File: src/assert_macros.svh
// Assertion macros for the modules that check their own logic.
`ifndef ASSERT_MACROS_SVH
`define ASSERT_MACROS_SVH

// Checked on every clock edge outside reset.
`define ASSERT_ON_CLK(label, clk, rst, prop, msg) \
  label: assert property (@(posedge clk) disable iff (rst) (prop)) else $error(msg);

// Checked on every clock edge, reset included.
`define ASSERT_ALWAYS(label, clk, prop, msg) \
  label: assert property (@(posedge clk) (prop)) else $error(msg);

`endif

File: src/tsmg_pkg.sv
package tsmg_pkg;

  localparam int unsigned NumMotors = 4;
  localparam int unsigned QueueDepthDefault = 2;
  localparam logic [6:0] ClipLimitReset = 7'd80;
  localparam logic [6:0] MagMax = 7'd127;

  typedef struct packed {
    logic              mode;
    logic signed [15:0] tilt_x;
    logic signed [15:0] tilt_y;
  } tsmg_request_t;

  typedef struct packed {
    logic [1:0] motor_index;
    logic [7:0] move_code;
    logic       last;
  } tsmg_command_t;

  typedef struct packed {
    logic [NumMotors-1:0]      neg;
    logic [NumMotors-1:0][7:0] mag;
  } tsmg_job_t;

  typedef struct packed {
    logic full;
    logic empty;
  } tsmg_q_status_t;

  function automatic logic signed [16:0] halve(input logic signed [15:0] v);
    logic signed [16:0] t;
    t = {v[15], v} + 17'(v[15]);
    return t >>> 1;
  endfunction

  function automatic logic signed [7:0] clip(input logic signed [16:0] v,
                                             input logic [6:0] lim);
    logic signed [16:0] l;
    l = $signed({10'b0, lim});
    if (v > l) begin
      return $signed({1'b0, lim});
    end else if (v < -l) begin
      return 8'(-l);
    end else begin
      return v[7:0];
    end
  endfunction

endpackage

File: src/tsmg_queue.sv
module tsmg_queue #(
  parameter int unsigned Depth = tsmg_pkg::QueueDepthDefault
) (
  input  logic                     clk,
  input  logic                     rst,
  input  logic                     wr,
  input  tsmg_pkg::tsmg_job_t      wr_data,
  input  logic                     rd,
  output tsmg_pkg::tsmg_job_t      rd_data,
  output tsmg_pkg::tsmg_q_status_t status
);

  localparam int unsigned PtrW = $clog2(Depth);
  localparam int unsigned CntW = $clog2(Depth + 1);

  tsmg_pkg::tsmg_job_t entries [Depth];
  logic [PtrW-1:0] wr_ptr;
  logic [PtrW-1:0] rd_ptr;
  logic [CntW-1:0] count;

  assign status.full  = (count == CntW'(Depth));
  assign status.empty = (count == '0);
  assign rd_data = entries[rd_ptr];

  always_ff @(posedge clk) begin
    if (wr) begin
      entries[wr_ptr] <= wr_data;
    end
  end

  always_ff @(posedge clk) begin
    if (rst) begin
      wr_ptr <= '0;
      rd_ptr <= '0;
      count  <= '0;
    end else begin
      if (wr) begin
        wr_ptr <= (wr_ptr == PtrW'(Depth - 1)) ? '0 : wr_ptr + 1'b1;
      end
      if (rd) begin
        rd_ptr <= (rd_ptr == PtrW'(Depth - 1)) ? '0 : rd_ptr + 1'b1;
      end
      if (wr && !rd) begin
        count <= count + 1'b1;
      end else if (rd && !wr) begin
        count <= count - 1'b1;
      end
    end
  end

endmodule

File: src/tsmg_front.sv
module tsmg_front (
  input  logic                     clk,
  input  logic                     rst,
  input  logic                     clip_limit_write,
  input  logic [6:0]               clip_limit,
  input  logic                     push,
  output logic                     full,
  input  tsmg_pkg::tsmg_request_t  request,
  input  tsmg_pkg::tsmg_q_status_t q_status,
  output logic                     q_push,
  output tsmg_pkg::tsmg_job_t      q_data
);

  localparam int unsigned N = tsmg_pkg::NumMotors;

  logic [6:0] limit;
  logic s1_valid;
  logic s1_mode;
  logic signed [7:0] s1_target [N];
  logic signed [7:0] pos [N];

  logic signed [16:0] tx;
  logic signed [16:0] ty;
  logic signed [16:0] hx;
  logic signed [16:0] hy;
  logic signed [16:0] raw [N];
  logic [8:0] delta [N];
  logic [8:0] delta_neg [N];
  logic any_move;
  logic need_push;
  logic go;
  logic accept;

  always_comb begin
    tx = {request.tilt_x[15], request.tilt_x};
    ty = {request.tilt_y[15], request.tilt_y};
    hx = tsmg_pkg::halve(request.tilt_x);
    hy = tsmg_pkg::halve(request.tilt_y);
    raw[0] = tx - hx;
    raw[1] = ty - hy;
    raw[2] = 17'sd0 - hx;
    raw[3] = 17'sd0 - hy;
  end

  always_comb begin
    any_move = 1'b0;
    for (int i = 0; i < N; i++) begin
      delta[i] = {s1_target[i][7], s1_target[i]} - {pos[i][7], pos[i]};
      delta_neg[i] = 9'd0 - delta[i];
      q_data.neg[i] = delta[i][8];
      q_data.mag[i] = delta[i][8] ? delta_neg[i][7:0] : delta[i][7:0];
      if (delta[i] != '0) begin
        any_move = 1'b1;
      end
    end
  end

  assign need_push = s1_valid && !s1_mode && any_move;
  assign go        = s1_valid && (!need_push || !q_status.full);
  assign full      = s1_valid && !go;
  assign accept    = push && !full;
  assign q_push    = go && need_push;

  always_ff @(posedge clk) begin
    if (rst) begin
      limit <= tsmg_pkg::ClipLimitReset;
    end else if (clip_limit_write) begin
      limit <= clip_limit;
    end
  end

  always_ff @(posedge clk) begin
    if (rst) begin
      s1_valid <= 1'b0;
    end else if (accept) begin
      s1_valid <= 1'b1;
    end else if (go) begin
      s1_valid <= 1'b0;
    end
  end

  always_ff @(posedge clk) begin
    if (accept) begin
      s1_mode <= request.mode;
      for (int i = 0; i < N; i++) begin
        s1_target[i] <= tsmg_pkg::clip(raw[i], limit);
      end
    end
  end

  always_ff @(posedge clk) begin
    if (rst) begin
      for (int i = 0; i < N; i++) begin
        pos[i] <= '0;
      end
    end else if (go) begin
      for (int i = 0; i < N; i++) begin
        pos[i] <= s1_mode ? 8'sd0 : s1_target[i];
      end
    end
  end

endmodule

File: src/tsmg_back.sv
module tsmg_back (
  input  logic                     clk,
  input  logic                     rst,
  input  tsmg_pkg::tsmg_q_status_t q_status,
  input  tsmg_pkg::tsmg_job_t      q_data,
  output logic                     q_pop,
  output logic                     empty,
  input  logic                     pop,
  output tsmg_pkg::tsmg_command_t  command
);

  localparam int unsigned N = tsmg_pkg::NumMotors;

  logic busy;
  logic [N-1:0] neg;
  logic [7:0] rem [N];
  logic out_valid;
  tsmg_pkg::tsmg_command_t out_cmd;

  logic emit;
  logic found;
  logic later;
  logic [1:0] sel;
  logic [6:0] step;
  logic [7:0] rem_after;
  logic last_cmd;

  always_comb begin
    found = 1'b0;
    sel   = '0;
    for (int i = N - 1; i >= 0; i--) begin
      if (rem[i] != '0) begin
        found = 1'b1;
        sel   = 2'(i);
      end
    end
    later = 1'b0;
    for (int i = 0; i < N; i++) begin
      if (2'(i) > sel && rem[i] != '0) begin
        later = 1'b1;
      end
    end
    step      = (rem[sel] > {1'b0, tsmg_pkg::MagMax}) ? tsmg_pkg::MagMax : rem[sel][6:0];
    rem_after = rem[sel] - {1'b0, step};
    last_cmd  = (rem_after == '0) && !later;
  end

  assign emit  = busy && found && (!out_valid || pop);
  assign q_pop = (!busy || (emit && last_cmd)) && !q_status.empty;
  assign empty = !out_valid;
  assign command = out_cmd;

  always_ff @(posedge clk) begin
    if (rst) begin
      busy <= 1'b0;
    end else if (q_pop) begin
      busy <= 1'b1;
    end else if (emit && last_cmd) begin
      busy <= 1'b0;
    end
  end

  always_ff @(posedge clk) begin
    if (q_pop) begin
      neg <= q_data.neg;
      for (int i = 0; i < N; i++) begin
        rem[i] <= q_data.mag[i];
      end
    end else if (emit) begin
      rem[sel] <= rem_after;
    end
  end

  always_ff @(posedge clk) begin
    if (rst) begin
      out_valid <= 1'b0;
    end else if (emit) begin
      out_valid <= 1'b1;
    end else if (pop) begin
      out_valid <= 1'b0;
    end
  end

  always_ff @(posedge clk) begin
    if (emit) begin
      out_cmd.motor_index <= sel;
      out_cmd.move_code   <= {neg[sel], step};
      out_cmd.last        <= last_cmd;
    end
  end

endmodule

File: src/tiptilt_stepper_move_generator.sv
// Splits each tip/tilt request across four actuators and issues sign-magnitude
// move commands, actuator 0 first, with last set on the final command of a
// request; a homing request or a request that moves nothing issues no command.
// A front end computes clipped targets and deltas and can take one request
// per cycle while the job queue (QueueDepth entries) has room. The back end
// issues one command per cycle while its output register is empty or popped;
// a request has from one to eight commands, which sets the sustained rate.
// Results sit in an output register refilled in the cycle it is popped. A
// request's first command passes the front-end stage, job queue, back-end job
// registers and output register. Writes to clip_limit apply to later requests.
`include "assert_macros.svh"

module tiptilt_stepper_move_generator #(
  parameter int unsigned QueueDepth = tsmg_pkg::QueueDepthDefault
) (
  input  logic                    clk,
  input  logic                    rst,
  input  logic                    clip_limit_write,
  input  logic [6:0]              clip_limit,
  input  logic                    push,
  output logic                    full,
  input  tsmg_pkg::tsmg_request_t request,
  output logic                    empty,
  input  logic                    pop,
  output tsmg_pkg::tsmg_command_t command
);

  logic q_push;
  logic q_pop;
  tsmg_pkg::tsmg_job_t q_wr_data;
  tsmg_pkg::tsmg_job_t q_rd_data;
  tsmg_pkg::tsmg_q_status_t q_status;

  tsmg_front u_front (
    .clk              (clk),
    .rst              (rst),
    .clip_limit_write (clip_limit_write),
    .clip_limit       (clip_limit),
    .push             (push),
    .full             (full),
    .request          (request),
    .q_status         (q_status),
    .q_push           (q_push),
    .q_data           (q_wr_data)
  );

  tsmg_queue #(
    .Depth (QueueDepth)
  ) u_queue (
    .clk     (clk),
    .rst     (rst),
    .wr      (q_push),
    .wr_data (q_wr_data),
    .rd      (q_pop),
    .rd_data (q_rd_data),
    .status  (q_status)
  );

  tsmg_back u_back (
    .clk      (clk),
    .rst      (rst),
    .q_status (q_status),
    .q_data   (q_rd_data),
    .q_pop    (q_pop),
    .empty    (empty),
    .pop      (pop),
    .command  (command)
  );

  `ASSERT_ALWAYS(a_empty_after_reset, clk, rst |=> empty, "results present after reset")
  `ASSERT_ON_CLK(a_no_push_when_full, clk, rst, q_push |-> !q_status.full, "job queue overrun")
  `ASSERT_ON_CLK(a_no_pop_when_empty, clk, rst, q_pop |-> !q_status.empty, "job queue underrun")

endmodule
File: config.mk
export PLATFORM = sky130hd
export DESIGN_NAME = tiptilt_stepper_move_generator
export DESIGN_NICKNAME = d
export VERILOG_FILES = /design/src/tsmg_pkg.sv /design/src/tsmg_queue.sv /design/src/tsmg_front.sv /design/src/tsmg_back.sv /design/src/tiptilt_stepper_move_generator.sv
export VERILOG_INCLUDE_DIRS = /design/src /design/src/src
export SDC_FILE = /design/constraint.sdc
export NUM_CORES = 1
export LEC_CHECK = 0
export BUFFER_PORTS_ARGS = -buffer_cell sky130_fd_sc_hd__buf_2
export CORE_ASPECT_RATIO = 0.8
export CORE_MARGIN = 2
export CORE_UTILIZATION = 55
export DETAILED_ROUTE_END_ITERATION = 7
export PLACE_DENSITY = 0.73
export RECOVER_POWER = 100
export SYNTH_ARGS = -nofsm -noshare
export SYNTH_HDL_FRONTEND = slang
export SYNTH_SLANG_ARGS = --single-unit
File: constraint.sdc
create_clock -name clk -period 6.34 [get_ports clk]
set_input_delay 0.317 -clock clk [delete_from_list [all_inputs] [get_ports clk]]
set_output_delay 0.317 -clock clk [all_outputs]
set_load 0.02 [all_outputs]
==> flow_summary.html, run 1 <==
<table>
<tr><th>Metric</th><th>Value</th></tr>
<tr><th colspan="2">Yosys</th></tr>
<tr><td>Count of warnings emitted by yosys</td><td>0</td></tr>
<tr><td>Count of flip-flops with a built-in enable after synthesis</td><td>~180</td></tr>
<tr><td>Share of async-settable or async-resettable flops after synthesis</td><td>0%</td></tr>
<tr><td>Mapped Nets</td><td>1,855</td></tr>
<tr><td>Fraction of the yosys area taken by sequential cells</td><td>between 30% and 40%</td></tr>
<tr><td>Number of synthesized register bits</td><td>199</td></tr>
<tr><td>Syn_area_per_cell</td><td>roughly 9.7 µm²</td></tr>
<tr><td>Main flop type after synthesis</td><td>sky130_fd_sc_hd__edfxtp_1</td></tr>
<tr><td>Count of unique library cells instantiated by Yosys</td><td>83</td></tr>
<tr><td>Netlist area before placement</td><td>15,800 µm²</td></tr>
<tr><td>Post-synthesis cell count</td><td>1,637</td></tr>
<tr><th colspan="2">STA</th></tr>
<tr><td>Achievable Freq</td><td>between 150 and 200 MHz</td></tr>
<tr><td>Pins Over Slew Limit</td><td>roughly 170</td></tr>
<tr><td>Tightest hold margin</td><td>0.0596 ns</td></tr>
<tr><td>Final setup fails</td><td>0</td></tr>
<tr><td>Unrepaired setup endpoints after global routing</td><td>no</td></tr>
<tr><td>Post-route setup slack</td><td>0.452 ns</td></tr>
<tr><td>Clock tree skew after final layout</td><td>between 0.015 and 0.02 ns</td></tr>
<tr><td>Share of the cycle needed by the critical path after routing</td><td>92.9%</td></tr>
<tr><td>Number of hold-slack violations in the final timing report</td><td>0</td></tr>
<tr><td>Minimum clock period</td><td>5.89 ns</td></tr>
<tr><td>Worst-Margin Slew</td><td>2.45 ns</td></tr>
<tr><td>Setup TNS after final layout</td><td>0 ns</td></tr>
<tr><td>Worst max-slew margin expressed relative to the limit</td><td>-63.6%</td></tr>
<tr><th colspan="2">Clock tree</th></tr>
<tr><td>CTS Root Cell</td><td>sky130_fd_sc_hd__clkbuf_16</td></tr>
<tr><td>Max clock buf depth</td><td>2</td></tr>
<tr><td>Buffer count from post-CTS setup fixing</td><td>0</td></tr>
<tr><td>CTS clock-pin slew for the worst setup and hold paths</td><td>0.07 ns</td></tr>
<tr><td>TritonCTS Buffers</td><td>17</td></tr>
<tr><td>Clock latency of the later-clocked register in the worst-skew pair</td><td>roughly 0.43 ns</td></tr>
<tr><td>CTS Hold Buffers Added</td><td>0</td></tr>
<tr><td>Num Clock Sinks</td><td>roughly 200</td></tr>
<tr><td>Maximum level of the CTS H-tree</td><td>4</td></tr>
<tr><td>Number of instances resized during post-cts repair</td><td>0</td></tr>
<tr><td>CTS tree</td><td>done</td></tr>
<tr><th colspan="2">Drt</th></tr>
<tr><td>Wire per inst</td><td>18.7 µm</td></tr>
<tr><td>Length of routed met2 wiring</td><td>16,900 µm</td></tr>
<tr><td>Metal-1 WL</td><td>about 19,000 µm</td></tr>
<tr><td>First-pass DRT Iterations</td><td>5</td></tr>
<tr><td>Highest layer used for signal routing</td><td>met4</td></tr>
<tr><td>Via count</td><td>12,700</td></tr>
<tr><td>DRC violation count after routing</td><td>0</td></tr>
<tr><td>Met3 wire length</td><td>2530 µm</td></tr>
<tr><td>Per-cell via count in the routed design</td><td>6.11</td></tr>
<tr><td>Drt initial violations</td><td>approximately 1,000</td></tr>
<tr><td>DRT Wirelength</td><td>just under 40,000 µm</td></tr>
<tr><td>Post-route ant nets</td><td>0</td></tr>
<tr><th colspan="2">Cells and area</th></tr>
<tr><td>Number of diodes</td><td>0</td></tr>
<tr><td>Final-stage net count</td><td>1,908</td></tr>
<tr><td>Area growth from synthesis to layout</td><td>7.70%</td></tr>
<tr><td>Most common cell after layout, fill and taps aside</td><td>sky130_fd_sc_hd__edfxtp_1</td></tr>
<tr><td>Leading cell types in the layout, fill and taps excluded</td><td>184 x sky130_fd_sc_hd__edfxtp_1, 167 x sky130_fd_sc_hd__ha_1, 125 x sky130_fd_sc_hd__inv_1, 115 x sky130_fd_sc_hd__nor2_1, 109 x sky130_fd_sc_hd__nand2_1</td></tr>
<tr><td>Final core area utilization</td><td>60.3%</td></tr>
<tr><td>Fraction of layout cells with a size suffix above 1</td><td>about 7.5%</td></tr>
<tr><td>Area of all placed cells without fillers</td><td>17,000 µm²</td></tr>
<tr><td>Finished Layout Cells</td><td>2,073</td></tr>
<tr><th colspan="2">Setup path</th></tr>
<tr><td>Critical path depth in cells</td><td>19</td></tr>
<tr><td>Number of buffer and inverter stages on the critical path</td><td>2</td></tr>
<tr><td>Sort of element at the end of the critical path</td><td>flop</td></tr>
<tr><td>Critical path launch point</td><td>request[15]</td></tr>
<tr><td>Cell with the biggest individual delay on the critical path</td><td>sky130_fd_sc_hd__o31ai_1</td></tr>
<tr><td>Arrival time reported for the critical path endpoint</td><td>6.07 ns</td></tr>
<tr><td>Category of the worst setup path launch point</td><td>primary input</td></tr>
<tr><td>Minimum setup slack among reg-to-reg paths</td><td>0.75 ns</td></tr>
<tr><td>Highest cell delay on the worst timing path</td><td>0.81 ns</td></tr>
<tr><td>Number of cells on the worst reg-to-reg path</td><td>13</td></tr>
<tr><td>Cells along the critical path</td><td>clkbuf_1, and2_1, ha_1, xor2_1, inv_1, ha_1, nor2b_1, o21a_1, o21ai_0, a21o_1, a32oi_1, a211oi_1, a311oi_1, ha_1, a2111o_1, o31ai_1, nor3_1, a221oi_1, nand2_1</td></tr>
<tr><td>Crit path top cell by count</td><td>sky130_fd_sc_hd__ha_1</td></tr>
<tr><td>Critical Path RT</td><td>6.52 ns</td></tr>
<tr><td>R2R Path Start</td><td>u_back.rem[2][4]</td></tr>
<tr><td>Max Fanout on Critical Path</td><td>9</td></tr>
<tr><td>CP Class</td><td>in2reg</td></tr>
<tr><td>Largest delay share family, worst path</td><td>compound AO/OA/AOI/OAI gates</td></tr>
<tr><td>Capture point of the worst reg-to-reg path</td><td>u_back.rem[1][1]</td></tr>
<tr><th colspan="2">Global routing</th></tr>
<tr><td>Pin count of the biggest net entering global routing</td><td>37</td></tr>
<tr><td>Initial antenna violation count</td><td>0</td></tr>
<tr><td>Wire length of the first global-routing pass</td><td>63,000 µm</td></tr>
<tr><td>GRT overflow</td><td>0</td></tr>
<tr><td>Via count of the first global-routing pass</td><td>12,100</td></tr>
<tr><td>Total Routing Usage GR</td><td>26.0%</td></tr>
<tr><th colspan="2">Hold path</th></tr>
<tr><td>Hold Crit Class</td><td>in2reg</td></tr>
<tr><td>Endpoint, Worst Hold</td><td>u_front.s1_mode</td></tr>
<tr><td>Hold Path Origin</td><td>request[32]</td></tr>
<tr><td>Number of cells on the worst hold path</td><td>1</td></tr>
<tr><th colspan="2">Placement</th></tr>
<tr><td>Place WS</td><td>0.440 ns</td></tr>
<tr><td>IO buf count</td><td>57</td></tr>
<tr><td>Gpl congestion</td><td>0.970</td></tr>
<tr><td>Placed cell areas</td><td>16,600 µm²</td></tr>
<tr><td>Half-perimeter wire length of the detailed placement result</td><td>30,500 µm</td></tr>
<tr><td>DP Cell Count</td><td>2,041</td></tr>
<tr><th colspan="2">Power</th></tr>
<tr><td>VDD IR-drop max</td><td>0.000223 V</td></tr>
<tr><td>Post-layout power</td><td>5.20 mW</td></tr>
<tr><td>Leakage power of the design</td><td>slightly below 7 nW</td></tr>
<tr><td>Pwr per Cell Area</td><td>between 300 and 400 nW/µm²</td></tr>
<tr><th colspan="2">Die</th></tr>
<tr><td>Horizontal die dimension</td><td>between 150 and 200 µm</td></tr>
<tr><td>Core Box Area</td><td>roughly 28,000 µm²</td></tr>
<tr><td>Count of pins on the block boundary</td><td>58</td></tr>
<tr><td>Die Outline Area</td><td>30,200 µm²</td></tr>
<tr><td>Die height</td><td>156 µm</td></tr>
<tr><td>Effective utilization at floorplan</td><td>56.0%</td></tr>
<tr><td>Std cell rows</td><td>55</td></tr>
<tr><th colspan="2">Outcome</th></tr>
<tr><td>Result of the run</td><td>complete, but fails checks</td></tr>
<tr><td>Violated checks</td><td>max-capacitance violations, max-slew violations</td></tr>
<tr><th colspan="2">Job</th></tr>
<tr><td>Maximum Capacitance Violations</td><td>5</td></tr>
</table>
==> worst reg2reg max path, stage by stage (launching register included) <==
cell,delay [ns]
sky130_fd_sc_hd__edfxtp_1,0.43
sky130_fd_sc_hd__nor4_1,0.86
sky130_fd_sc_hd__a31oi_1,0.29
sky130_fd_sc_hd__o31ai_2,0.40
sky130_fd_sc_hd__nand2b_1,0.38
sky130_fd_sc_hd__ha_1,0.35
sky130_fd_sc_hd__inv_1,0.15
sky130_fd_sc_hd__o21ai_0,0.14
sky130_fd_sc_hd__o31ai_1,0.10
sky130_fd_sc_hd__nor3b_1,0.36
sky130_fd_sc_hd__a2111oi_2,0.11
sky130_fd_sc_hd__a2111o_1,0.68
sky130_fd_sc_hd__or3_1,0.64
sky130_fd_sc_hd__nand2_1,0.37
==> synth_stat cells (7+ instances only) <==
library cell	instances	area, µm²
sky130_fd_sc_hd__or2_2	8	50.1
sky130_fd_sc_hd__edfxtp_1	184	5530
sky130_fd_sc_hd__nand4_1	27	169
sky130_fd_sc_hd__o31ai_1	12	90.1
sky130_fd_sc_hd__dfxtp_1	15	300
sky130_fd_sc_hd__and3_1	17	106
sky130_fd_sc_hd__nand2b_1	12	75.1
sky130_fd_sc_hd__and2_1	47	294
sky130_fd_sc_hd__a211oi_1	11	82.6
sky130_fd_sc_hd__mux2_2	20	225
sky130_fd_sc_hd__o211ai_1	10	75.1
sky130_fd_sc_hd__nor3_1	38	190
sky130_fd_sc_hd__or3_1	20	125
sky130_fd_sc_hd__nand3_1	46	230
sky130_fd_sc_hd__xor2_1	45	394
sky130_fd_sc_hd__a21oi_1	74	370
sky130_fd_sc_hd__xnor2_1	73	639
sky130_fd_sc_hd__a21o_1	28	210
sky130_fd_sc_hd__nor4_1	22	138
sky130_fd_sc_hd__mux2i_1	73	731
sky130_fd_sc_hd__nand2_1	108	405
sky130_fd_sc_hd__nor2_1	115	432
sky130_fd_sc_hd__o22ai_1	7	43.8
sky130_fd_sc_hd__nor2b_1	37	231
sky130_fd_sc_hd__ha_1	167	2090
sky130_fd_sc_hd__inv_1	125	469
sky130_fd_sc_hd__o21a_1	38	285
sky130_fd_sc_hd__clkbuf_1	30	113
sky130_fd_sc_hd__a31oi_1	25	156
sky130_fd_sc_hd__o21ai_0	81	405
==> logic make-up after synthesis <==
group | synth area share [%]
XOR/XNOR | 6.53
buffers and inverters | 3.97
multiplexers | 6.20
AND/OR/NAND/NOR | 17.8
adder cells (fa/ha/maj) | 14.0
AO/OA/AOI/OAI | 14.7
flip-flops | 36.8
==> flip-flops by register name, indices dropped and copies added, names as in the netlist, 2 cells and up, named ones only <==
| signal | flops |
|---|---|
| u_queue.entries | 72 |
| u_back.rem | 32 |
| u_front.pos | 32 |
| u_front.s1_target | 32 |
| u_back.command | 11 |
| u_front.limit | 7 |
| u_back.neg | 4 |
| u_queue.count | 2 |
==> final cells by class <==
cell class                 instances  area (µm²)
inverter                         126         473
multi-input combinational       1275        9380
fill                            2381       11200
timing repair buffer              71         338
sequential                       199        5830
clock inverter                    13         130
clock buffer                      19         443
tap                              370         463
==> report_power, final <==
group	leakage (nW)	internal (mW)	switching (mW)	total (mW)
Clock	0.283	0.534	0.518	1.05
Combinational	4.74	0.804	1.35	2.15
Sequential	1.89	1.83	0.163	1.99
==> metal layers <==
| layer | up-vias | track usage (%) |
|---|---|---|
| met3 | 33 | 4.11 |
| met2 | 393 | 40.3 |
| met4 | 0 | 5.16 |
| met1 | 6082 | 38.6 |
| li1 | 6161 | - |
| met5 | - | 0 |
==> worst max path at each step <==
stage / endpoint
floorplan: u_front.s1_target[1][0]
global placement: u_front.s1_target[1][0]
detailed placement: u_front.s1_target[1][0]
CTS: u_front.s1_target[1][0]
global route: u_front.s1_target[1][0]
finish: u_front.s1_target[1][0]
Power figures use the tool's default switching activity.
==> run 2: changes to the inputs <==
Settings changed: CORE_MARGIN 2 to unset, PLACE_DENSITY 0.73 to 0.81.
==> flow_summary.html, run 2 (synthesized netlist as in run 1, its figures left out) <==
<table>
<tr><th>Metric</th><th>Value</th></tr>
<tr><th colspan="2">Outcome</th></tr>
<tr><td>Result of the run</td><td>complete, but fails checks</td></tr>
<tr><td>Violated checks</td><td>max-capacitance violations, max-slew violations</td></tr>
<tr><th colspan="2">Cells and area</th></tr>
<tr><td>Final-stage net count</td><td>around 1,900</td></tr>
<tr><td>Leading cell types in the layout, fill and taps excluded</td><td>184 x sky130_fd_sc_hd__edfxtp_1, 167 x sky130_fd_sc_hd__ha_1, 125 x sky130_fd_sc_hd__inv_1, 115 x sky130_fd_sc_hd__nor2_1, 109 x sky130_fd_sc_hd__nand2_1</td></tr>
<tr><td>Flip-flop count of the largest register after layout</td><td>72</td></tr>
<tr><td>Number of diodes</td><td>0</td></tr>
<tr><td>Fraction of layout cells with a size suffix above 1</td><td>under 10%</td></tr>
<tr><td>Area growth from synthesis to layout</td><td>7.67%</td></tr>
<tr><td>Fillers</td><td>~2,400</td></tr>
<tr><td>Final core area utilization</td><td>60.3%</td></tr>
<tr><td>Finished Layout Cells</td><td>2,074</td></tr>
<tr><td>Largest register by flop count</td><td>u_queue.entries</td></tr>
<tr><td>Most common cell after layout, fill and taps aside</td><td>sky130_fd_sc_hd__edfxtp_1</td></tr>
<tr><th colspan="2">Global routing</th></tr>
<tr><td>Pin count of the biggest net entering global routing</td><td>37</td></tr>
<tr><td>Total Routing Usage GR</td><td>26.7%</td></tr>
<tr><td>GRT overflow</td><td>0</td></tr>
<tr><td>Wire length of the first global-routing pass</td><td>62,000 µm</td></tr>
<tr><td>Via count of the first global-routing pass</td><td>12,100</td></tr>
<tr><td>Initial antenna violation count</td><td>0</td></tr>
<tr><th colspan="2">Clock tree</th></tr>
<tr><td>Max clock buf depth</td><td>2</td></tr>
<tr><td>TritonCTS Buffers</td><td>17</td></tr>
<tr><td>Buffer count from post-CTS setup fixing</td><td>0</td></tr>
<tr><td>Number of instances resized during post-cts repair</td><td>0</td></tr>
<tr><td>CTS tree</td><td>done</td></tr>
<tr><td>CTS Root Cell</td><td>sky130_fd_sc_hd__clkbuf_16</td></tr>
<tr><td>CTS Hold Buffers Added</td><td>0</td></tr>
<tr><td>Maximum level of the CTS H-tree</td><td>4</td></tr>
<tr><td>CTS clock-pin slew for the worst setup and hold paths</td><td>0.08 ns</td></tr>
<tr><td>Clock latency of the later-clocked register in the worst-skew pair</td><td>0.44 ns</td></tr>
<tr><td>Num Clock Sinks</td><td>199</td></tr>
<tr><th colspan="2">Setup path</th></tr>
<tr><td>CP Class</td><td>in2reg</td></tr>
<tr><td>Critical Path RT</td><td>6.51 ns</td></tr>
<tr><td>Arrival time reported for the critical path endpoint</td><td>~5.9 ns</td></tr>
<tr><td>Max Fanout on Critical Path</td><td>11</td></tr>
<tr><td>Capture point of the worst reg-to-reg path</td><td>u_queue.entries[0][12]</td></tr>
<tr><td>Minimum setup slack among reg-to-reg paths</td><td>0.85 ns</td></tr>
<tr><td>Category of the worst setup path launch point</td><td>primary input</td></tr>
<tr><td>R2R Path Start</td><td>u_front.s1_target[3][0]</td></tr>
<tr><td>Number of cells on the worst reg-to-reg path</td><td>15</td></tr>
<tr><td>Sort of element at the end of the critical path</td><td>flop</td></tr>
<tr><th colspan="2">Drt</th></tr>
<tr><td>DRT Wirelength</td><td>just under 40,000 µm</td></tr>
<tr><td>Via count</td><td>around 13,000</td></tr>
<tr><td>Wire per inst</td><td>18.7 µm</td></tr>
<tr><td>First-pass DRT Iterations</td><td>6</td></tr>
<tr><td>Per-cell via count in the routed design</td><td>6.20</td></tr>
<tr><td>Post-route ant nets</td><td>0</td></tr>
<tr><td>DRC violation count after routing</td><td>0</td></tr>
<tr><td>Drt initial violations</td><td>roughly 1,200</td></tr>
<tr><th colspan="2">Hold path</th></tr>
<tr><td>Hold Crit Class</td><td>in2reg</td></tr>
<tr><td>Endpoint, Worst Hold</td><td>u_front.s1_mode</td></tr>
<tr><td>Hold Path Origin</td><td>request[32]</td></tr>
<tr><td>Number of cells on the worst hold path</td><td>1</td></tr>
<tr><th colspan="2">STA</th></tr>
<tr><td>Achievable Freq</td><td>174 MHz</td></tr>
<tr><td>Number of hold-slack violations in the final timing report</td><td>0</td></tr>
<tr><td>Setup TNS after final layout</td><td>0 ns</td></tr>
<tr><td>Minimum clock period</td><td>5.75 ns</td></tr>
<tr><td>Tightest hold margin</td><td>~0.046 ns</td></tr>
<tr><td>Final setup fails</td><td>0</td></tr>
<tr><td>Worst max-slew margin expressed relative to the limit</td><td>-40.4%</td></tr>
<tr><td>Share of the cycle needed by the critical path after routing</td><td>90.7%</td></tr>
<tr><td>Worst-Margin Slew</td><td>2.11 ns</td></tr>
<tr><td>Clock tree skew after final layout</td><td>0.0121 ns</td></tr>
<tr><td>Unrepaired setup endpoints after global routing</td><td>no</td></tr>
<tr><td>Pins Over Slew Limit</td><td>210</td></tr>
<tr><th colspan="2">Power</th></tr>
<tr><td>Pwr per Cell Area</td><td>305 nW/µm²</td></tr>
<tr><td>Leakage power of the design</td><td>6.92 nW</td></tr>
<tr><td>VDD IR-drop max</td><td>0.000315 V</td></tr>
<tr><td>Post-layout power</td><td>5.20 mW</td></tr>
<tr><th colspan="2">Placement</th></tr>
<tr><td>Half-perimeter wire length of the detailed placement result</td><td>30,100 µm</td></tr>
<tr><td>IO buf count</td><td>57</td></tr>
<tr><td>DP Cell Count</td><td>2,042</td></tr>
<tr><td>Gpl congestion</td><td>between 0.9 and 1</td></tr>
<tr><th colspan="2">Job</th></tr>
<tr><td>Maximum Capacitance Violations</td><td>6</td></tr>
<tr><th colspan="2">Die</th></tr>
<tr><td>Horizontal die dimension</td><td>192 µm</td></tr>
<tr><td>Count of pins on the block boundary</td><td>58</td></tr>
<tr><td>Effective utilization at floorplan</td><td>56.0%</td></tr>
<tr><td>Core Box Area</td><td>28,300 µm²</td></tr>
<tr><td>Std cell rows</td><td>55</td></tr>
<tr><td>Die height</td><td>154 µm</td></tr>
<tr><td>Die Outline Area</td><td>between 20,000 and 30,000 µm²</td></tr>
</table>
run 2: cell count changes in the layout (fill, tap and decap cells not counted), moves of 2 or more:
| cell | previous run | this run |
|---|---|---|
| sky130_fd_sc_hd__and2_1 | 22 | 26 |
| sky130_fd_sc_hd__buf_4 | 5 | 7 |
| sky130_fd_sc_hd__clkbuf_8 | 1 | 3 |
| sky130_fd_sc_hd__inv_8 | 2 | 0 |
| sky130_fd_sc_hd__and2_0 | 25 | 21 |
| sky130_fd_sc_hd__clkinv_8 | 2 | 0 |
run 2: power by group:
group | internal [mW] | switching [mW]
Clock | 0.544 | 0.497
Sequential | 1.83 | 0.219
Combinational | 0.799 | 1.31
run 2: worst max-delay path: stages:
cell and delay, ns:
sky130_fd_sc_hd__clkbuf_1 0.29, sky130_fd_sc_hd__inv_1 0.15, sky130_fd_sc_hd__nor2_1 0.13, sky130_fd_sc_hd__ha_1 0.34, sky130_fd_sc_hd__nand3_1 0.24, sky130_fd_sc_hd__nor4_1 0.31
sky130_fd_sc_hd__xnor2_1 0.23, sky130_fd_sc_hd__inv_1 0.14, sky130_fd_sc_hd__ha_1 0.38, sky130_fd_sc_hd__a21o_1 0.25, sky130_fd_sc_hd__or3_1 0.37, sky130_fd_sc_hd__o21a_1 0.21
sky130_fd_sc_hd__o311ai_0 0.65, sky130_fd_sc_hd__ha_1 0.37, sky130_fd_sc_hd__a21o_1 0.18, sky130_fd_sc_hd__a31oi_1 0.21, sky130_fd_sc_hd__nor2_1 0.06, sky130_fd_sc_hd__a31oi_1 0.13
sky130_fd_sc_hd__clkbuf_1 0.53, sky130_fd_sc_hd__mux2i_1 0.26, sky130_fd_sc_hd__o21ai_0 0.14
run 2: worst max-delay path by stage:
stage,end,cells after the start,startpoint,slack (ns)
final,u_front.s1_target[0][6],21,request[31],0.59
after global routing,u_front.s1_target[1][0],19,request[15],0.21
after CTS,u_back.rem[1][4],14,u_back.rem[2][4],0.98
after detailed placement,u_front.s1_target[1][0],19,request[15],0.57
after global placement,u_front.s1_target[1][0],19,request[15],0.68
after floorplan,u_front.s1_target[1][0],19,request[0],1.44
run 2: metal layers:
layer,wire [µm],track usage [%],up-vias
met3,3010,4.54,60
met4,933,8.47,0
met2,17300,41.1,509
met1,17600,38.1,6107
met5,0,0,-
li1,-,-,6177
run 2: area by class of cell:
type	count	area, µm²	area share [%]
multi-input combinational	1275	9380	55.0
timing repair buffer	72	349	2.05
clock inverter	10	81.3	0.477
sequential	199	5830	34.2
inverter	126	473	2.77
clock buffer	22	474	2.78
tap	370	463	2.72
run 2: through the flow:
stage	area, µm²	setup slack (ns)
final	17000	0.591
after global routing	17000	0.211
after CTS	17100	0.976
after detailed placement	16600	0.573
after global placement	16600	0.680
after floorplan	15800	1.44
==> run 3: changes to the inputs <==
Settings changed: ABC_AREA set to 1.
==> flow_summary.html, run 3 <==
<table>
<tr><th>Metric</th><th>Value</th></tr>
<tr><th colspan="2">Clock tree</th></tr>
<tr><td>CTS tree</td><td>done</td></tr>
<tr><td>Number of instances resized during post-cts repair</td><td>0</td></tr>
<tr><td>Num Clock Sinks</td><td>slightly below 200</td></tr>
<tr><td>CTS Hold Buffers Added</td><td>0</td></tr>
<tr><td>Clock latency of the later-clocked register in the worst-skew pair</td><td>0.44 ns</td></tr>
<tr><td>TritonCTS Buffers</td><td>17</td></tr>
<tr><td>Buffer count from post-CTS setup fixing</td><td>0</td></tr>
<tr><td>CTS clock-pin slew for the worst setup and hold paths</td><td>0.07 ns</td></tr>
<tr><td>Maximum level of the CTS H-tree</td><td>4</td></tr>
<tr><td>Max clock buf depth</td><td>2</td></tr>
<tr><td>CTS Root Cell</td><td>sky130_fd_sc_hd__clkbuf_16</td></tr>
<tr><th colspan="2">Die</th></tr>
<tr><td>Horizontal die dimension</td><td>192 µm</td></tr>
<tr><td>Std cell rows</td><td>55</td></tr>
<tr><td>Die Outline Area</td><td>29,400 µm²</td></tr>
<tr><td>Count of pins on the block boundary</td><td>58</td></tr>
<tr><td>Core Box Area</td><td>28,300 µm²</td></tr>
<tr><td>Effective utilization at floorplan</td><td>55.9%</td></tr>
<tr><td>Die height</td><td>154 µm</td></tr>
<tr><th colspan="2">Global routing</th></tr>
<tr><td>Total Routing Usage GR</td><td>around 26%</td></tr>
<tr><td>Wire length of the first global-routing pass</td><td>60,400 µm</td></tr>
<tr><td>Met3 capacity usage during global routing</td><td>3.10%</td></tr>
<tr><td>GRT overflow</td><td>0</td></tr>
<tr><td>Global routing met2 resource utilization</td><td>between 40% and 50%</td></tr>
<tr><td>Pin count of the biggest net entering global routing</td><td>39</td></tr>
<tr><td>Most used routing layer</td><td>met2</td></tr>
<tr><td>Grt met1 use</td><td>~35%</td></tr>
<tr><td>Via count of the first global-routing pass</td><td>12,600</td></tr>
<tr><td>Initial antenna violation count</td><td>0</td></tr>
<tr><th colspan="2">Yosys</th></tr>
<tr><td>Library cell with the largest summed area after synthesis</td><td>sky130_fd_sc_hd__edfxtp_1</td></tr>
<tr><td>Count of flip-flops with a built-in enable after synthesis</td><td>between 150 and 200</td></tr>
<tr><td>Fraction of the yosys area taken by sequential cells</td><td>36.9%</td></tr>
<tr><td>Netlist area before placement</td><td>15,800 µm²</td></tr>
<tr><td>Count of unique library cells instantiated by Yosys</td><td>58</td></tr>
<tr><td>Mapped Nets</td><td>2,111</td></tr>
<tr><td>Count of warnings emitted by yosys</td><td>0</td></tr>
<tr><td>Share of the synthesized area in the top cell type</td><td>35.0%</td></tr>
<tr><td>Most frequent cell after synthesis</td><td>sky130_fd_sc_hd__nand2_1</td></tr>
<tr><td>Main flop type after synthesis</td><td>sky130_fd_sc_hd__edfxtp_1</td></tr>
<tr><td>Syn_area_per_cell</td><td>approximately 8.3 µm²</td></tr>
<tr><td>Synth area leaders</td><td>sky130_fd_sc_hd__edfxtp_1 35%, sky130_fd_sc_hd__ha_1 13%, sky130_fd_sc_hd__nand2_1 8.5%</td></tr>
<tr><td>Cell types with the highest counts after synthesis</td><td>359 x sky130_fd_sc_hd__nand2_1, 311 x sky130_fd_sc_hd__inv_1, 184 x sky130_fd_sc_hd__edfxtp_1</td></tr>
<tr><td>Number of synthesized register bits</td><td>between 150 and 200</td></tr>
<tr><td>Post-synthesis cell count</td><td>around 1,900</td></tr>
<tr><td>Share of async-settable or async-resettable flops after synthesis</td><td>0%</td></tr>
<tr><th colspan="2">STA</th></tr>
<tr><td>Worst-Margin Slew</td><td>2.12 ns</td></tr>
<tr><td>Share of the cycle needed by the critical path after routing</td><td>90.6%</td></tr>
<tr><td>Clock tree skew after final layout</td><td>0.00906 ns</td></tr>
<tr><td>Achievable Freq</td><td>174 MHz</td></tr>
<tr><td>Unrepaired setup endpoints after global routing</td><td>no</td></tr>
<tr><td>Final setup fails</td><td>0</td></tr>
<tr><td>Pins Over Slew Limit</td><td>180</td></tr>
<tr><td>Minimum clock period</td><td>5.74 ns</td></tr>
<tr><td>Worst max-slew margin expressed relative to the limit</td><td>-41.6%</td></tr>
<tr><td>Number of hold-slack violations in the final timing report</td><td>0</td></tr>
<tr><td>Setup TNS after final layout</td><td>0 ns</td></tr>
<tr><th colspan="2">Drt</th></tr>
<tr><td>DRC violation count after routing</td><td>0</td></tr>
<tr><td>Wire per inst</td><td>15.8 µm</td></tr>
<tr><td>Per-cell via count in the routed design</td><td>5.66</td></tr>
<tr><td>First-pass DRT Iterations</td><td>6</td></tr>
<tr><td>Post-route ant nets</td><td>0</td></tr>
<tr><td>DRT Wirelength</td><td>~37,000 µm</td></tr>
<tr><td>Drt initial violations</td><td>1,108</td></tr>
<tr><td>Via count</td><td>around 13,000</td></tr>
<tr><th colspan="2">Outcome</th></tr>
<tr><td>Result of the run</td><td>complete, but fails checks</td></tr>
<tr><td>Violated checks</td><td>max-capacitance violations, max-slew violations</td></tr>
<tr><th colspan="2">Setup path</th></tr>
<tr><td>CP Class</td><td>reg2reg</td></tr>
<tr><td>Critical Path RT</td><td>6.51 ns</td></tr>
<tr><td>Max Fanout on Critical Path</td><td>21</td></tr>
<tr><td>Sort of element at the end of the critical path</td><td>flop</td></tr>
<tr><td>Arrival time reported for the critical path endpoint</td><td>5.92 ns</td></tr>
<tr><td>Category of the worst setup path launch point</td><td>flop</td></tr>
<tr><th colspan="2">Cells and area</th></tr>
<tr><td>Flip-flop count of the largest register after layout</td><td>about 70</td></tr>
<tr><td>Area of all placed cells without fillers</td><td>16,900 µm²</td></tr>
<tr><td>Final-stage net count</td><td>2,169</td></tr>
<tr><td>Leading cell types in the layout, fill and taps excluded</td><td>363 x sky130_fd_sc_hd__nand2_1, 315 x sky130_fd_sc_hd__inv_1, 184 x sky130_fd_sc_hd__edfxtp_1, 167 x sky130_fd_sc_hd__ha_1, 128 x sky130_fd_sc_hd__nor2_1</td></tr>
<tr><td>Fraction of layout cells with a size suffix above 1</td><td>9.52%</td></tr>
<tr><td>Number of diodes</td><td>0</td></tr>
<tr><td>Most common cell after layout, fill and taps aside</td><td>sky130_fd_sc_hd__nand2_1</td></tr>
<tr><td>Area growth from synthesis to layout</td><td>7.15%</td></tr>
<tr><td>Largest register by flop count</td><td>u_queue.entries</td></tr>
<tr><th colspan="2">Placement</th></tr>
<tr><td>Half-perimeter wire length of the detailed placement result</td><td>about 29,000 µm</td></tr>
<tr><td>Placed cell areas</td><td>16,500 µm²</td></tr>
<tr><td>IO buf count</td><td>57</td></tr>
<tr><td>Gpl congestion</td><td>between 0.9 and 1</td></tr>
<tr><th colspan="2">Power</th></tr>
<tr><td>VDD IR-drop max</td><td>between 0.0002 and 0.00025 V</td></tr>
<tr><td>Leakage power of the design</td><td>a little under 8 nW</td></tr>
<tr><td>Pwr per Cell Area</td><td>308 nW/µm²</td></tr>
<tr><th colspan="2">Job</th></tr>
<tr><td>Maximum Capacitance Violations</td><td>5</td></tr>
<tr><th colspan="2">Hold path</th></tr>
<tr><td>Hold Crit Class</td><td>in2reg</td></tr>
</table>
## run 3: changes by cell type after synthesis, moves of 20 or more
cell / previous run / this run
sky130_fd_sc_hd__a31oi_1: 25 / 2
sky130_fd_sc_hd__nor2b_1: 37 / 0
sky130_fd_sc_hd__or3_1: 20 / 0
sky130_fd_sc_hd__a21o_1: 28 / 2
sky130_fd_sc_hd__a21oi_1: 74 / 111
sky130_fd_sc_hd__inv_1: 125 / 311
sky130_fd_sc_hd__o21a_1: 38 / 0
sky130_fd_sc_hd__mux2i_1: 73 / 0
sky130_fd_sc_hd__xnor2_1: 73 / 27
sky130_fd_sc_hd__and2_1: 47 / 1
sky130_fd_sc_hd__xor2_1: 45 / 81
sky130_fd_sc_hd__nand3_1: 46 / 88
sky130_fd_sc_hd__nand2_1: 108 / 359
## run 3: routing by layer
layer  up-vias  wire (µm)  share of wire, %
met1      6150      16700                45
met5         -          0                 0
li1       6478          -                 -
met2       506      17100                46
met3        73       2300               6.2
met4         0        849               2.3
## run 3: cell type report
| class | count | area [µm²] |
|---|---|---|
| fill | 2449 | 11300 |
| clock inverter | 14 | 143 |
| tap | 370 | 463 |
| sequential | 199 | 5830 |
| inverter | 330 | 1240 |
| timing repair buffer | 68 | 317 |
| clock buffer | 18 | 439 |
| multi-input combinational | 1335 | 8500 |
## run 3: kinds of logic after synthesis
logic type,count (synthesis),synth area share [%]
buffers and inverters,359,8.91
adder cells (fa/ha/maj),173,14.0
flip-flops,199,36.9
XOR/XNOR,108,5.98
AND/OR/NAND/NOR,740,21.7
AO/OA/AOI/OAI,280,10.2
multiplexers,34,2.42
## run 3: stage by stage
step	cells	hold slack [ns]	setup slack [ns]	total power, mW	utilization, %
finish	2334	0.0472	0.596	5.22	59.9
global route	2334	0.0473	0.240	5.54	59.9
CTS	2334	0.0375	1.14	5.24	60.3
detailed placement	2302	0.490	0.710	4.15	58.3
global placement	2302	0.464	0.994	4.07	58.3
floorplan	1893	0.386	1.25	3.59	-
## run 3: worst paths after layout
| path | slack [ns] | from | end | cells after the start |
|---|---|---|---|---|
| worst max-delay path | 0.60 | u_back.rem[0][0] | u_back.rem[3][3] | 21 |
| worst min-delay path | 0.05 | request[32] | u_front.s1_mode | 1 |
| worst max register to register | 0.60 | u_back.rem[0][0] | u_back.rem[3][3] | 21 |
| worst min register to register | 0.50 | u_queue.rd_ptr | u_queue.rd_ptr | 2 |
## run 3: critical path: stages, from the launching register on
cell                       delay [ns]
sky130_fd_sc_hd__edfxtp_1        0.39
sky130_fd_sc_hd__inv_1           0.13
sky130_fd_sc_hd__nand4_2         0.12
sky130_fd_sc_hd__nor2_1          0.86
sky130_fd_sc_hd__nand3_1         0.87
sky130_fd_sc_hd__inv_1           0.54
sky130_fd_sc_hd__nand3_1         0.12
sky130_fd_sc_hd__nand2_1         0.15
sky130_fd_sc_hd__nand2_4         0.11
sky130_fd_sc_hd__ha_1            0.27
sky130_fd_sc_hd__inv_1           0.07
sky130_fd_sc_hd__nand2_1         0.05
sky130_fd_sc_hd__nand2_1         0.23
sky130_fd_sc_hd__nor2_1          0.09
sky130_fd_sc_hd__nand3_1         0.11
sky130_fd_sc_hd__nor2_1          0.06
sky130_fd_sc_hd__nand3_2         0.08
sky130_fd_sc_hd__nand2_4         0.06
sky130_fd_sc_hd__a21oi_2         0.73
sky130_fd_sc_hd__inv_4           0.19
sky130_fd_sc_hd__nand2_1         0.13
sky130_fd_sc_hd__o21ai_0         0.10
## run 3: report_power, final
part / internal, mW / total (mW) / switching, mW
Clock: 0.565 / 1.08 / 0.517
Combinational: 0.707 / 2.19 / 1.48
Sequential: 1.84 / 1.94 / 0.105
Total: 3.11 / 5.22 / 2.10
